[src/rtl/ppi_pkg.sv]
`default_nettype none
package ppi_pkg;

    // Field widths
    localparam int IDX_W = 12;
    localparam int ANG_W = 15;
    localparam int CD_W  = 24;
    localparam int QA_W  = 16;
    localparam int CNT_W = 7;
    localparam int POS_W = 17;
    localparam int DVD_W = 40;
    localparam int DVS_W = 17;
    localparam int PRD_W = CD_W + ANG_W;

    // Default table sizes
    localparam int DEF_MAX_VERTICAL   = 64;
    localparam int DEF_MAX_HORIZONTAL = 64;
    localparam int DEF_CANDELA_DEPTH  = 4096;

    // Request kinds
    localparam logic [1:0] REQ_LDV   = 2'd0;
    localparam logic [1:0] REQ_LDH   = 2'd1;
    localparam logic [1:0] REQ_LDC   = 2'd2;
    localparam logic [1:0] REQ_QUERY = 2'd3;

    // Configuration register indexes
    localparam logic CFG_VCOUNT = 1'b0;
    localparam logic CFG_HCOUNT = 1'b1;

    // Outcome of the vertical search
    localparam logic [1:0] VM_ZERO  = 2'd0;
    localparam logic [1:0] VM_EXACT = 2'd1;
    localparam logic [1:0] VM_BLEND = 2'd2;

    typedef logic [5:0] t_op;

    localparam t_op OP_NONE      = 6'd0;
    localparam t_op OP_CAPTURE   = 6'd1;
    localparam t_op OP_LOAD      = 6'd2;
    localparam t_op OP_VLAST_RD  = 6'd3;
    localparam t_op OP_VLAST_CHK = 6'd4;
    localparam t_op OP_V0_RD     = 6'd5;
    localparam t_op OP_V0_LAT    = 6'd6;
    localparam t_op OP_VS_RD     = 6'd7;
    localparam t_op OP_VS_STEP   = 6'd8;
    localparam t_op OP_VS_FAIL   = 6'd9;
    localparam t_op OP_H_LAST_RD = 6'd10;
    localparam t_op OP_H_TOP     = 6'd11;
    localparam t_op OP_MOD_FIX   = 6'd12;
    localparam t_op OP_H0_RD     = 6'd13;
    localparam t_op OP_H0_LAT    = 6'd14;
    localparam t_op OP_HS_RD     = 6'd15;
    localparam t_op OP_HS_STEP   = 6'd16;
    localparam t_op OP_COL_A     = 6'd17;
    localparam t_op OP_COL_B     = 6'd18;
    localparam t_op OP_GP_RD     = 6'd19;
    localparam t_op OP_GP_LAT    = 6'd20;
    localparam t_op OP_GC_RD     = 6'd21;
    localparam t_op OP_GC_LAT    = 6'd22;
    localparam t_op OP_GC_VAL    = 6'd23;
    localparam t_op OP_VAL_ZERO  = 6'd24;
    localparam t_op OP_BSET_V    = 6'd25;
    localparam t_op OP_BSET_H    = 6'd26;
    localparam t_op OP_BMUL      = 6'd27;
    localparam t_op OP_BADD      = 6'd28;
    localparam t_op OP_BDONE     = 6'd29;
    localparam t_op OP_BYPASS    = 6'd30;
    localparam t_op OP_STORE_A   = 6'd31;
    localparam t_op OP_STORE_B   = 6'd32;
    localparam t_op OP_RES_VAL   = 6'd33;
    localparam t_op OP_RES_ZERO  = 6'd34;

    typedef struct packed {
        t_op  op;
        logic push;
    } t_cmd;

    typedef struct packed {
        logic [1:0] req_type;
        logic       vm_zero;
        logic       v_exact;
        logic       vidx_end;
        logic       vcur_gt;
        logic       hc_one;
        logic       top_zero;
        logic       hidx_end;
        logic       hcur_ge;
        logic [1:0] vmode;
        logic       bypass;
        logic       div_busy;
    } t_stat;

endpackage
`default_nettype wire

[src/rtl/ppi_ctrl.sv]
`default_nettype none
module ppi_ctrl (
    input  wire logic           i_clk,
    input  wire logic           i_rst_n,
    input  wire logic           i_in_valid,
    output logic                o_in_ready,
    input  wire logic           i_out_ready,
    output logic                o_out_valid,
    input  wire ppi_pkg::t_stat i_stat,
    output ppi_pkg::t_cmd       o_cmd
);
    import ppi_pkg::*;

    localparam logic [5:0] S_IDLE  = 6'd0;
    localparam logic [5:0] S_DISP  = 6'd1;
    localparam logic [5:0] S_LOAD  = 6'd2;
    localparam logic [5:0] S_VLA   = 6'd3;
    localparam logic [5:0] S_VLB   = 6'd4;
    localparam logic [5:0] S_V0A   = 6'd5;
    localparam logic [5:0] S_V0B   = 6'd6;
    localparam logic [5:0] S_VSA   = 6'd7;
    localparam logic [5:0] S_VSB   = 6'd8;
    localparam logic [5:0] S_HCHK  = 6'd9;
    localparam logic [5:0] S_HLA   = 6'd10;
    localparam logic [5:0] S_HLB   = 6'd11;
    localparam logic [5:0] S_MODW  = 6'd12;
    localparam logic [5:0] S_H0A   = 6'd13;
    localparam logic [5:0] S_H0B   = 6'd14;
    localparam logic [5:0] S_HSA   = 6'd15;
    localparam logic [5:0] S_HSB   = 6'd16;
    localparam logic [5:0] S_CSEL  = 6'd17;
    localparam logic [5:0] S_ZERO  = 6'd18;
    localparam logic [5:0] S_COL   = 6'd19;
    localparam logic [5:0] S_GXL   = 6'd20;
    localparam logic [5:0] S_GPL   = 6'd21;
    localparam logic [5:0] S_GCR   = 6'd22;
    localparam logic [5:0] S_GCL   = 6'd23;
    localparam logic [5:0] S_BSV   = 6'd24;
    localparam logic [5:0] S_BCHK  = 6'd25;
    localparam logic [5:0] S_BADD  = 6'd26;
    localparam logic [5:0] S_BWAIT = 6'd27;
    localparam logic [5:0] S_CEND  = 6'd28;
    localparam logic [5:0] S_CSELB = 6'd29;
    localparam logic [5:0] S_BSH   = 6'd30;
    localparam logic [5:0] S_RES   = 6'd31;
    localparam logic [5:0] S_DONE  = 6'd32;

    logic [5:0] r_state, n_state;
    logic       r_colb, n_colb;
    logic       r_hblend, n_hblend;
    logic       r_ovalid;
    logic [5:0] w_after;

    assign w_after = r_hblend ? S_RES : S_CEND;

    always_comb begin
        n_state    = r_state;
        n_colb     = r_colb;
        n_hblend   = r_hblend;
        o_cmd.op   = OP_NONE;
        o_cmd.push = 1'b0;
        o_in_ready = 1'b0;
        case (r_state)
            S_IDLE: begin
                o_in_ready = 1'b1;
                n_hblend   = 1'b0;
                if (i_in_valid) begin
                    o_cmd.op = OP_CAPTURE;
                    n_state  = S_DISP;
                end
            end
            S_DISP:  n_state = (i_stat.req_type == REQ_QUERY) ? S_VLA : S_LOAD;
            S_LOAD: begin
                o_cmd.op = OP_LOAD;
                n_state  = S_DONE;
            end
            S_VLA: begin
                o_cmd.op = OP_VLAST_RD;
                n_state  = S_VLB;
            end
            S_VLB: begin
                o_cmd.op = OP_VLAST_CHK;
                n_state  = (i_stat.vm_zero || i_stat.v_exact) ? S_HCHK : S_V0A;
            end
            S_V0A: begin
                o_cmd.op = OP_V0_RD;
                n_state  = S_V0B;
            end
            S_V0B: begin
                o_cmd.op = OP_V0_LAT;
                n_state  = S_VSA;
            end
            S_VSA: begin
                if (i_stat.vidx_end) begin
                    o_cmd.op = OP_VS_FAIL;
                    n_state  = S_HCHK;
                end else begin
                    o_cmd.op = OP_VS_RD;
                    n_state  = S_VSB;
                end
            end
            S_VSB: begin
                o_cmd.op = OP_VS_STEP;
                n_state  = i_stat.vcur_gt ? S_HCHK : S_VSA;
            end
            S_HCHK:  n_state = i_stat.hc_one ? S_CSEL : S_HLA;
            S_HLA: begin
                o_cmd.op = OP_H_LAST_RD;
                n_state  = S_HLB;
            end
            S_HLB: begin
                o_cmd.op = OP_H_TOP;
                n_state  = i_stat.top_zero ? S_ZERO : S_MODW;
            end
            S_MODW: begin
                if (!i_stat.div_busy) begin
                    o_cmd.op = OP_MOD_FIX;
                    n_state  = S_H0A;
                end
            end
            S_H0A: begin
                o_cmd.op = OP_H0_RD;
                n_state  = S_H0B;
            end
            S_H0B: begin
                o_cmd.op = OP_H0_LAT;
                n_state  = S_HSA;
            end
            S_HSA: begin
                if (i_stat.hidx_end) begin
                    n_state = S_ZERO;
                end else begin
                    o_cmd.op = OP_HS_RD;
                    n_state  = S_HSB;
                end
            end
            S_HSB: begin
                o_cmd.op = OP_HS_STEP;
                n_state  = i_stat.hcur_ge ? S_CSEL : S_HSA;
            end
            S_CSEL: begin
                o_cmd.op = OP_COL_A;
                n_colb   = 1'b0;
                n_state  = S_COL;
            end
            S_ZERO: begin
                o_cmd.op = OP_RES_ZERO;
                n_state  = S_DONE;
            end
            S_COL: begin
                case (i_stat.vmode)
                    VM_EXACT: begin
                        o_cmd.op = OP_GC_RD;
                        n_state  = S_GXL;
                    end
                    VM_BLEND: begin
                        o_cmd.op = OP_GP_RD;
                        n_state  = S_GPL;
                    end
                    default: begin
                        o_cmd.op = OP_VAL_ZERO;
                        n_state  = S_CEND;
                    end
                endcase
            end
            S_GXL: begin
                o_cmd.op = OP_GC_VAL;
                n_state  = S_CEND;
            end
            S_GPL: begin
                o_cmd.op = OP_GP_LAT;
                n_state  = S_GCR;
            end
            S_GCR: begin
                o_cmd.op = OP_GC_RD;
                n_state  = S_GCL;
            end
            S_GCL: begin
                o_cmd.op = OP_GC_LAT;
                n_state  = S_BSV;
            end
            S_BSV: begin
                o_cmd.op = OP_BSET_V;
                n_state  = S_BCHK;
            end
            S_BCHK: begin
                if (i_stat.bypass) begin
                    o_cmd.op = OP_BYPASS;
                    n_state  = w_after;
                end else begin
                    o_cmd.op = OP_BMUL;
                    n_state  = S_BADD;
                end
            end
            S_BADD: begin
                o_cmd.op = OP_BADD;
                n_state  = S_BWAIT;
            end
            S_BWAIT: begin
                if (!i_stat.div_busy) begin
                    o_cmd.op = OP_BDONE;
                    n_state  = w_after;
                end
            end
            S_CEND: begin
                if (i_stat.hc_one) begin
                    n_state = S_RES;
                end else if (!r_colb) begin
                    o_cmd.op = OP_STORE_A;
                    n_colb   = 1'b1;
                    n_state  = S_CSELB;
                end else begin
                    o_cmd.op = OP_STORE_B;
                    n_state  = S_BSH;
                end
            end
            S_CSELB: begin
                o_cmd.op = OP_COL_B;
                n_state  = S_COL;
            end
            S_BSH: begin
                o_cmd.op = OP_BSET_H;
                n_hblend = 1'b1;
                n_state  = S_BCHK;
            end
            S_RES: begin
                o_cmd.op = OP_RES_VAL;
                n_state  = S_DONE;
            end
            S_DONE: begin
                if (!r_ovalid || i_out_ready) begin
                    o_cmd.push = 1'b1;
                    n_state    = S_IDLE;
                end
            end
            default: n_state = S_IDLE;
        endcase
    end

    always_ff @(posedge i_clk) begin
        if (!i_rst_n) begin
            r_state  <= S_IDLE;
            r_colb   <= 1'b0;
            r_hblend <= 1'b0;
            r_ovalid <= 1'b0;
        end else begin
            r_state  <= n_state;
            r_colb   <= n_colb;
            r_hblend <= n_hblend;
            if (o_cmd.push) begin
                r_ovalid <= 1'b1;
            end else if (i_out_ready) begin
                r_ovalid <= 1'b0;
            end
        end
    end

    assign o_out_valid = r_ovalid;
endmodule
`default_nettype wire

[config.mk]
export PLATFORM = sky130hd
export DESIGN_NAME = ppi_ctrl
export DESIGN_NICKNAME = d
export VERILOG_FILES = /design/src/rtl/ppi_pkg.sv /design/src/rtl/ppi_ctrl.sv
export SDC_FILE = /design/constraint.sdc
export NUM_CORES = 1
export LEC_CHECK = 0
export BUFFER_PORTS_ARGS = -buffer_cell sky130_fd_sc_hd__buf_2
export CAP_MARGIN = 20
export CORE_ASPECT_RATIO = 1.4
export CORE_MARGIN = 3
export CORE_UTILIZATION = 50
export CTS_BUF_LIST = sky130_fd_sc_hd__clkbuf_16
export DETAILED_ROUTE_END_ITERATION = 10
export GPL_TIMING_DRIVEN = 0
export PLACE_DENSITY = 0.8
export SETUP_SLACK_MARGIN = 0.4
export SYNTH_ARGS = -nofsm -noshare
export SYNTH_HDL_FRONTEND = slang
export SYNTH_SLANG_ARGS = --single-unit
export TNS_END_PERCENT = 50
[constraint.sdc]
create_clock -name i_clk -period 1.76 [get_ports i_clk]
set_input_delay 0 -clock i_clk [delete_from_list [all_inputs] [get_ports i_clk]]
set_output_delay 0 -clock i_clk [all_outputs]
set_load 0.05 [all_outputs]
==> results.txt, run 1 <==
The count of boundary I/O pins came out at 27. The number of warnings printed during yosys synthesis came out at 0. After synthesis, the cell types taking the most area are dfxtp_1 13%, nor2b_1 5.7%, nor2_1 4.7%. After global-route timing repair, the worst endpoint was o_cmd[1]. The starting density of the core is 0.537. By instance count, the leading cell after synthesis is nor2_1. The global placement routability congestion came out at 0.958. The total clock buffers created by CTS is 3. After the last repair the worst path ends at a top-level output. After synthesis, the most frequently instantiated cells are 18 x nor2_1, 14 x nand2_1, 13 x nor2b_1, 12 x o21ai_0, 10 x nand2b_1. The HPWL after detailed placement is 4120 um. The overall die height came out at 69.3 um.

In this run, synthesis produced a sequential element count of 9. The stage where the run came to a stop is global routing (5_1_grt). The die extent in x came out at 51.2 um. The number of synthesized flops with an enable pin is 0. The post-synthesis average cell area is 6.89 um^2. The maximum buffer depth of the clock tree came out at 2. The post-synthesis instance total is 208. The maximum number of pins on one net before global-route repair is 11. The sequential share of the synthesized area came out at 0.126. The flow did not finish. Counting every sink on the clock net gives 9. The number of different library cells used by synthesis comes to 55. The netlist area before placement is 0.00143 mm^2. The floorplan has 22 rows.

When the netlist entered floorplanning its net count stood at 228. The fraction of registers with async set or reset after synthesis came out at 0. The number of input and output port buffers inserted came out at 25. For this run, the leading register cell type out of synthesis is dfxtp_1. The maximum level of the CTS H-tree came out at 1.

The root buffer cell chosen for the clock tree is clkbuf_16. The share of synthesized area in the top cell type comes to 0.126. The tool reported: "[ERROR DPL-0038] Utilization greater than 100%, impossible to legalize". Summed over all instances, the cell type with the most area after synthesis is dfxtp_1. The number of buffers inserted by hold repair at cts is 0.
==> cell families after synthesis <==
logic type,share of synthesized area
AO/OA/AOI/OAI,0.335
multiplexers,0.0148
adder cells (fa/ha/maj),0.0175
flip-flops,0.126
AND/OR/NAND/NOR,0.375
buffers and inverters,0.114
XOR/XNOR,0.0183
==> timing repair <==
action | in CTS
buffers inserted | 27
pin swaps | 29
gates resized for setup | 97
gates cloned | 2
endpoints found under the setup margin | 16
==> stage by stage <==
stage	TNS (ps)	std cells	hold WS (ps)	setup slack [ps]	area (um^2)
after floorplan	-35.3	208	230	-35.3	1590
after global placement	-755	269	328	-154	1760
after detailed placement	-465	269	342	-115	1760
after CTS	-200	302	117	-50.8	2470
==> run 2: changes to the inputs <==
- CORE_ASPECT_RATIO: 1.4 -> unset
- CORE_UTILIZATION: 50 -> 35
- CTS_BUF_LIST: sky130_fd_sc_hd__clkbuf_16 -> unset
- PLACE_DENSITY: 0.8 -> unset
- PLACE_DENSITY_LB_ADDON: unset -> 0.15
- SETUP_SLACK_MARGIN: 0.4 -> unset
- clock period: 1.76 -> 2.3 ns (I/O delays scaled with it)
==> results.txt, run 2 <==
Run status: finished clean (was aborted with a tool error). The start-to-end type of the worst setup path is reg -> out. Ranking of synthesized cells by area: dfxtp_1 13%, nor2b_1 5.7%, nor2_1 4.7% (unchanged).

The count of boundary I/O pins came out at 27 (unchanged). The netlist area before placement is 0.00143 mm^2 (unchanged). In the layout the commonest cells are 28 x buf_2, 18 x nor2_1, 14 x nand2_1. The number of setup violations in the final report is 0.

The slack of the worst reg-to-reg path came out at 260 ps. Counting cells, the worst reg-to-reg path comes to 7. In this run the worst path has a maximum fanout of 9. The maximum level of the CTS H-tree is 1 (unchanged).

r_state holds more flip-flops than any other register. STA classifies the critical path endpoint as an output pin. The first global-routing pass estimated 8790 um of wire. Summed over all cells, the static leakage comes to 0.662 nW. The data required time of the worst path is 2300 ps. The total clock buffers created by CTS came out at 3 (unchanged). The post-CTS setup-driven buffer insertion count is 0 (was 27).

The repair_antennas step left the layout with diodes totalling 0. In the global route stage, overall resource usage came out at 0.222. The starting density of the core is 0.377 (was 0.537). In this run the worst setup path begins at r_state[2]$_SDFFE_PN0P_. The maximum number of pins on one net before global-route repair came out at 11.

The endpoint of the worst register-to-register path is r_state[2]$_SDFFE_PN0P_. The most frequent cell after synthesis is nor2_1 (unchanged). For the final database, setup skew stands at 3.65 ps. Following the worst setup path forward leads to its endpoint at o_cmd[2]. The post-synthesis average cell area is 6.89 um^2 (unchanged).

At the pin with the least slew margin, the transition time is 623 ps. The routed design could run at a clock period as short as 2220 ps. The share of Yosys cell area claimed by the top area cell type came to 0.126 (unchanged).

The die extent in x is 70.0 um (was 51.2 um). The portion of total power attributed to sequential cells came out at 0.247. The total of fill cells in the finished design came out at 422. The parity-gate share of the synthesized area counting xor and xnor cells came out at 0.0183 (unchanged). The total wire length came out at 5480 um. The global routing stage identified its most utilized layer as met2.

The number of cells upsized or downsized after cts is 0 (was 97). In this run the critical register-to-register path is launched from r_state[0]$_SDFFE_PN0P_. The number of vias per cell came out at 6.58. The type of origin of the critical path is a flip-flop. The maximum resistive drop on vdd came out at 0.000280 V. The number of warnings printed during yosys synthesis is 0 (unchanged). The worst hold path belongs to the class in -> reg.

The main combinational cell family by area after synthesis is simple AND/OR/NAND/NOR gates (unchanged). The sequential share of the synthesized area is 0.126 (unchanged). The starting DRC count in detailed routing came out at 298. The detail route stage leaves a number of antenna-violating nets equal to 0. The final cell count without fillers is 285. The fraction of the mapped netlist area in simple logic gates came to 0.375 (unchanged). Data arrives at the worst endpoint at 2220 ps.

The maximum clock frequency came out at 450 MHz. The die outline area is 0.00490 mm^2. The met2 usage in global routing is 0.318. The final global-route overflow total came out at 0. In the global route stage, met3 resource usage came out at 0.0676. The number of input and output port buffers inserted came out at 25 (unchanged).

The relative max-transition margin is 0.583. The number of distinct library cells after synthesis is 55 (unchanged). The first-pass detailed-route iteration total is 5. The most used flip-flop cell after synthesis is dfxtp_1 (unchanged). The post-synthesis adder-cell area fraction is 0.0175 (unchanged). The number of nets at the end of the flow came out at 258. The number of placed instances, taps included was 281 (was 269). The number of placement rows is 22 (unchanged). The overall die height was 70.0 um (was 69.3 um).

The average wire per standard cell is 19.2 um. The flip-flop count of the largest register after layout is 6. The net switching component of the power came out at 0.000291 W. Across the run, the number of max-cap violations was 0. The post-synthesis compound-gate area fraction is 0.335 (unchanged).

The combinational cell fraction of total power is 0.481. For this design the ratio of total power to cell area is 406 mW/mm^2. The fraction of layout instances using a drive strength above 1 came out at 0.203. The number of buffers inserted by hold repair at cts was 0 (unchanged). The clock input transition at the sequential cells of the worst setup and hold paths came out at 50 ps. The number of global-route vias before repair came out at 1744. The clock latency on the worst-skew pair is 230 ps.

The share of synthesized area spent on multiplexers is 0.0148 (unchanged). The global placement routability congestion is 0.975 (was 0.958). The number of flip-flops and latches in the synthesized netlist came out at 9 (unchanged). The switching power as a share of total power is 0.428. The share of the cycle needed by the critical path after routing is 0.967. The total vias in the final route is 1874. The cell-internal power is 0.000389 W.

The clock tree from TritonCTS is yes. The initial antenna violation count came out at 0. The clock sink total is 9 (unchanged). The cell accounting for the most synthesized area was dfxtp_1 (unchanged). The area taken by multi-input logic gates is 0.00109 mm^2. The HPWL after detailed placement came out at 4170 um (was 4120 um). Synth top cells by count: 18 x nor2_1, 14 x nand2_1, 13 x nor2b_1, 12 x o21ai_0, 10 x nand2b_1 (unchanged). The clock root buffer master is clkbuf_8 (was clkbuf_16). The register cell area after layout came out at 180 um^2. Setup repair after global routing could not meet its margin everywhere. After detailed routing, the number of remaining DRC violations is 0. In the global route stage, met1 resource usage came out at 0.311. The area growth from synthesis to layout is 16.9%.

Leaving out fill and tap cells, the most frequent cell in the layout is buf_2. The number of nets in the synthesized netlist came out at 228 (unchanged). The area of the core region is 0.00380 mm^2. The total design power is 0.000680 W. The number of synthesized flops with an enable pin came to 0 (unchanged). The number of max-slew violations in the final report was 0. The maximum buffer depth of the clock tree is 2 (unchanged). The final hold violation count is 0. Of the total power, the clock network draws 0.271. The post-synthesis instance total was 208 (unchanged).

The fraction of registers with async set or reset after synthesis came out at 0 (unchanged).
-- run 2: cell counts after synthesis --
No cell type changed its count.
-- run 2: per-layer routing --
| metal | wire length [um] | up-vias | share of wire |
|---|---|---|---|
| li1 | - | 848 | - |
| met1 | 2330 | 849 | 0.42 |
| met2 | 2310 | 148 | 0.42 |
| met3 | 642 | 29 | 0.12 |
| met4 | 199 | 0 | 0.036 |
| met5 | 0 | - | 0 |
-- run 2: kinds of logic after synthesis --
family	after synthesis
adder cells (fa/ha/maj)	2
AO/OA/AOI/OAI	67
multiplexers	2
buffers and inverters	28
AND/OR/NAND/NOR	97
flip-flops	9
XOR/XNOR	3
-- run 2: power groups by stage --
| stage | registers [W] | logic [W] | clock network (W) |
|---|---|---|---|
| 6_report | 0.000168 | 0.000327 | 0.000185 |
| 2_1_floorplan | 0.000172 | 0.000221 | 0 |
| 3_3_place_gp | 0.000171 | 0.000320 | 0 |
| 3_5_place_dp | 0.000171 | 0.000313 | 0 |
| 4_1_cts | 0.000168 | 0.000315 | 0.000191 |
| 5_1_grt | 0.000169 | 0.000352 | 0.000197 |
-- run 2: worst max-delay path, stage by stage, from the launching register on --
cell and delay [ps]:
dfxtp_1 300, buf_4 150, or2_2 110, clkbuf_1 330
o21ai_0 170, and4_1 240, a221oi_1 280, o221ai_1 180
buf_2 240
-- run 2: how the worst min path moves through the flow --
stage / start / endpoint / slack [ps] / cells past startpoint
finish: i_out_ready / o_out_valid$_SDFFE_PN0P_ / 90 / 3
floorplan: i_out_ready / o_out_valid$_SDFFE_PN0P_ / 230 / 2
CTS: i_out_ready / o_out_valid$_SDFFE_PN0P_ / 80 / 3
global route: i_out_ready / o_out_valid$_SDFFE_PN0P_ / 100 / 3
detailed placement: i_out_ready / o_out_valid$_SDFFE_PN0P_ / 340 / 3
global placement: i_out_ready / o_out_valid$_SDFFE_PN0P_ / 330 / 3
-- run 2: cell type report --
| type | instances | share of cell area |
|---|---|---|
| Timing Repair Buffer | 25 | 0.0777 |
| Clock buffer | 3 | 0.0246 |
| Tap cell | 48 | 0.0358 |
| Clock inverter | 1 | 0.00299 |
| Inverter | 9 | 0.0202 |
| Sequential cell | 9 | 0.108 |
| Multi-Input combinational cell | 171 | 0.650 |
| Buffer | 19 | 0.0807 |
-- run 2: metrics by stage --
step	setup slack, ps	instance area (um^2)	utilization	TNS (ps)	hold WS (ps)
finish	75.4	1680	0.441	0	86.4
global route	-13.0	1680	0.441	-13.0	103
CTS	32.9	1660	0.438	0	83.3
detailed placement	286	1620	0.426	0	344
global placement	235	1620	0.426	0	333
floorplan	275	1430	-	0	230
(Power assumes the default switching activity.)
==> run 3: changes to the inputs <==
- CORE_AREA: unset -> 3 3 64 66
- CORE_MARGIN: 3 -> unset
- CORE_UTILIZATION: 35 -> unset
- DIE_AREA: unset -> 0 0 67 69
==> results.txt, run 3 (same netlist as run 2, synthesis figures left out) <==
The number of nets at the end of the flow came out at 258 (unchanged). The remaining routing DRC violations was 0 (unchanged). The combinational cell fraction of total power came out at 0.480 (was 0.481).

The area growth from synthesis to layout came out at 17.1% (was 16.9%). The starting density of the core came out at 0.394 (was 0.377). The average wire per standard cell is 19.2 um (about the same). The type of origin of the critical path is a flip-flop (unchanged). The met3 routed wirelength came to 834 um (was 642 um). The number of vias per cell is 6.57 (was 6.58). The HPWL after detailed placement came out at 4060 um (was 4170 um). Most frequent cells in the layout: 27 x buf_2, 18 x nor2_1, 14 x nand2_1 (was 28 x buf_2, 18 x nor2_1, 14 x nand2_1). The start-to-end type of the worst setup path was reg -> out (unchanged). The maximum clock skew at final layout is 1.07 ps (was 3.65 ps). The maximum buffer depth of the clock tree is 2 (unchanged).

The routed wire length on met2 came out at 2310 um (about the same). The portion of total power attributed to sequential cells is 0.247 (about the same). The initial antenna violation count is 0 (unchanged). The clock root buffer master is clkbuf_8 (unchanged).

The cell area power density is 405 mW/mm^2 (was 406 mW/mm^2). The number of setup violations in the final report is 0 (unchanged). The starting DRC count in detailed routing is 288 (was 298).

The number of antenna diodes came out at 0 (unchanged). The clock tree from TritonCTS is yes (unchanged). The class of the most critical hold timing path is in -> reg (unchanged). The total of fill cells in the finished design is 391 (was 422). Run status: finished clean (unchanged).

The clock period minus worst slack is 2170 ps (was 2220 ps). The maximum clock frequency is 461 MHz (was 450 MHz). The clock input transition at the sequential cells of the worst setup and hold paths is 50 ps (about the same). The final hold violation count is 0 (unchanged).

The number of placement rows came out at 22 (unchanged). The number of cells upsized or downsized after cts was 0 (unchanged). The slew at the pin with the worst max-slew slack is 749 ps (was 623 ps). The worst endpoint data arrival time came out at 2170 ps (was 2220 ps).

The total design power came out at 0.000680 W (about the same). The number of input and output port buffers inserted is 25 (unchanged). The total vias in the final route came out at 1873 (was 1874). The count of maximum capacitance violations came out at 0 (unchanged). The die outline area is 0.00462 mm^2 (was 0.00490 mm^2). The share of power burned in the clock network is 0.272 (was 0.271). The die extent in x is 67 um (was 70.0 um). The topmost layer with routed signal wires is met4 (unchanged). The number of routed nets with antenna violations came out at 0 (unchanged). The commonest non-fill, non-tap cell in the layout is buf_2 (unchanged).

The share of the cycle needed by the critical path after routing is 0.943 (was 0.967). The overall die height is 69 um (was 70.0 um). The maximum level of the CTS H-tree came out at 1 (unchanged). The critical path capture point type is an output pin (unchanged).

The first-pass detailed-route iteration total came out at 5 (unchanged). The area taken by multi-input logic gates is 0.00109 mm^2 (unchanged). The total clock buffers created by CTS came out at 3 (unchanged). The slack of the worst reg-to-reg path is 250 ps (was 260 ps). The final global-route overflow total was 0 (unchanged). The static leakage came to 0.662 nW (about the same). The net switching component of the power is 0.000290 W (was 0.000291 W). The global-route total usage across every layer came out at 0.243 (was 0.222). The switching power as a share of total power is 0.427 (was 0.428). The number of max-slew violations in the final report is 0 (unchanged). The register with the highest flop count is r_state (unchanged). The global placement routability congestion came out at 1.04 (was 0.975). The number of buffers inserted by hold repair at cts came to 0 (unchanged). The core utilization of the finished layout is 0.462 (was 0.441). The count of boundary I/O pins is 27 (unchanged). The global-route wire length before repair came out at 8870 um (was 8790 um). The highest net fanout along the worst path is 10 (was 9). The clock latency on the worst-skew pair is 230 ps (about the same). The number of global-route vias before repair came out at 1828 (was 1744).

The area of the core region is 0.00363 mm^2 (was 0.00380 mm^2). The cell-internal power came to 0.000390 W (was 0.000389 W). The clock sink total is 9 (unchanged). The post-CTS setup-driven buffer insertion count came out at 0 (unchanged). The data required time of the worst path is 2300 ps (about the same). The register cell area after layout came to 180 um^2 (unchanged).

The relative max-transition margin came out at 0.499 (was 0.583). The flip-flop count of the largest register after layout came out at 6 (unchanged). The total wire length came out at 5460 um (was 5480 um).

The maximum number of pins on one net before global-route repair was 11 (unchanged). The routed metal-1 wirelength is 2140 um (was 2330 um). The fraction of layout instances using a drive strength above 1 was 0.203 (unchanged). The maximum resistive drop on vdd came out at 0.000281 V (was 0.000280 V).
[run 3: cell count changes in the layout (fill, tap and decap cells not counted)]
cell      previous run  this run
buf_2               28        27
clkbuf_4             3         4
[run 3: layer usage]
metal  GRT usage  vias to the layer above
li1            -                      852
met1       0.344                      832
met2       0.335                      171
met3      0.0749                       18
met4      0.0991                        0
met5           0                        -
[run 3: critical path, stage by stage, from the launching register on]
cell and delay (ps):
dfxtp_1 290, buf_2 200, buf_6 170, buf_2 250
nand3_1 220, o32ai_1 350, a21oi_1 80, o2111ai_1 110
clkbuf_4 260
[run 3: worst paths after layout]
kind | end | from | cells past startpoint
setup / recovery | o_cmd[3] | r_state[0]$_SDFFE_PN0P_ | 8
hold / removal | o_out_valid$_SDFFE_PN0P_ | i_out_ready | 3
setup reg to reg | r_state[1]$_SDFFE_PN0P_ | r_state[0]$_SDFFE_PN0P_ | 7
hold reg to reg | o_out_valid$_SDFFE_PN0P_ | o_out_valid$_SDFFE_PN0P_ | 2
[run 3: power by group through the flow]
stage | logic [W] | clock network (W) | registers [W]
3_3_place_gp | 0.000318 | 0 | 0.000171
2_1_floorplan | 0.000221 | 0 | 0.000172
3_5_place_dp | 0.000311 | 0 | 0.000171
4_1_cts | 0.000312 | 0.000192 | 0.000168
6_report | 0.000327 | 0.000185 | 0.000168
5_1_grt | 0.000351 | 0.000198 | 0.000170
[run 3: metrics by stage]
step	std cells	worst slack, ps	cell area (um^2)	TNS [ps]	hold slack (ps)
finish	285	130	1680	0	89.5
global placement	281	247	1620	0	333
floorplan	208	275	1430	0	230
global route	285	-9.92	1680	-10.4	117
CTS	285	32.8	1660	0	84.7
detailed placement	281	297	1620	0	337
[run 3: cell type report]
class	count	share of cell area
Multi-Input combinational cell	171	0.650
Clock inverter	1	0.00298
Sequential cell	9	0.107
Timing Repair Buffer	25	0.0776
Tap cell	48	0.0358
Buffer	19	0.0820
Inverter	9	0.0201
Clock buffer	3	0.0246
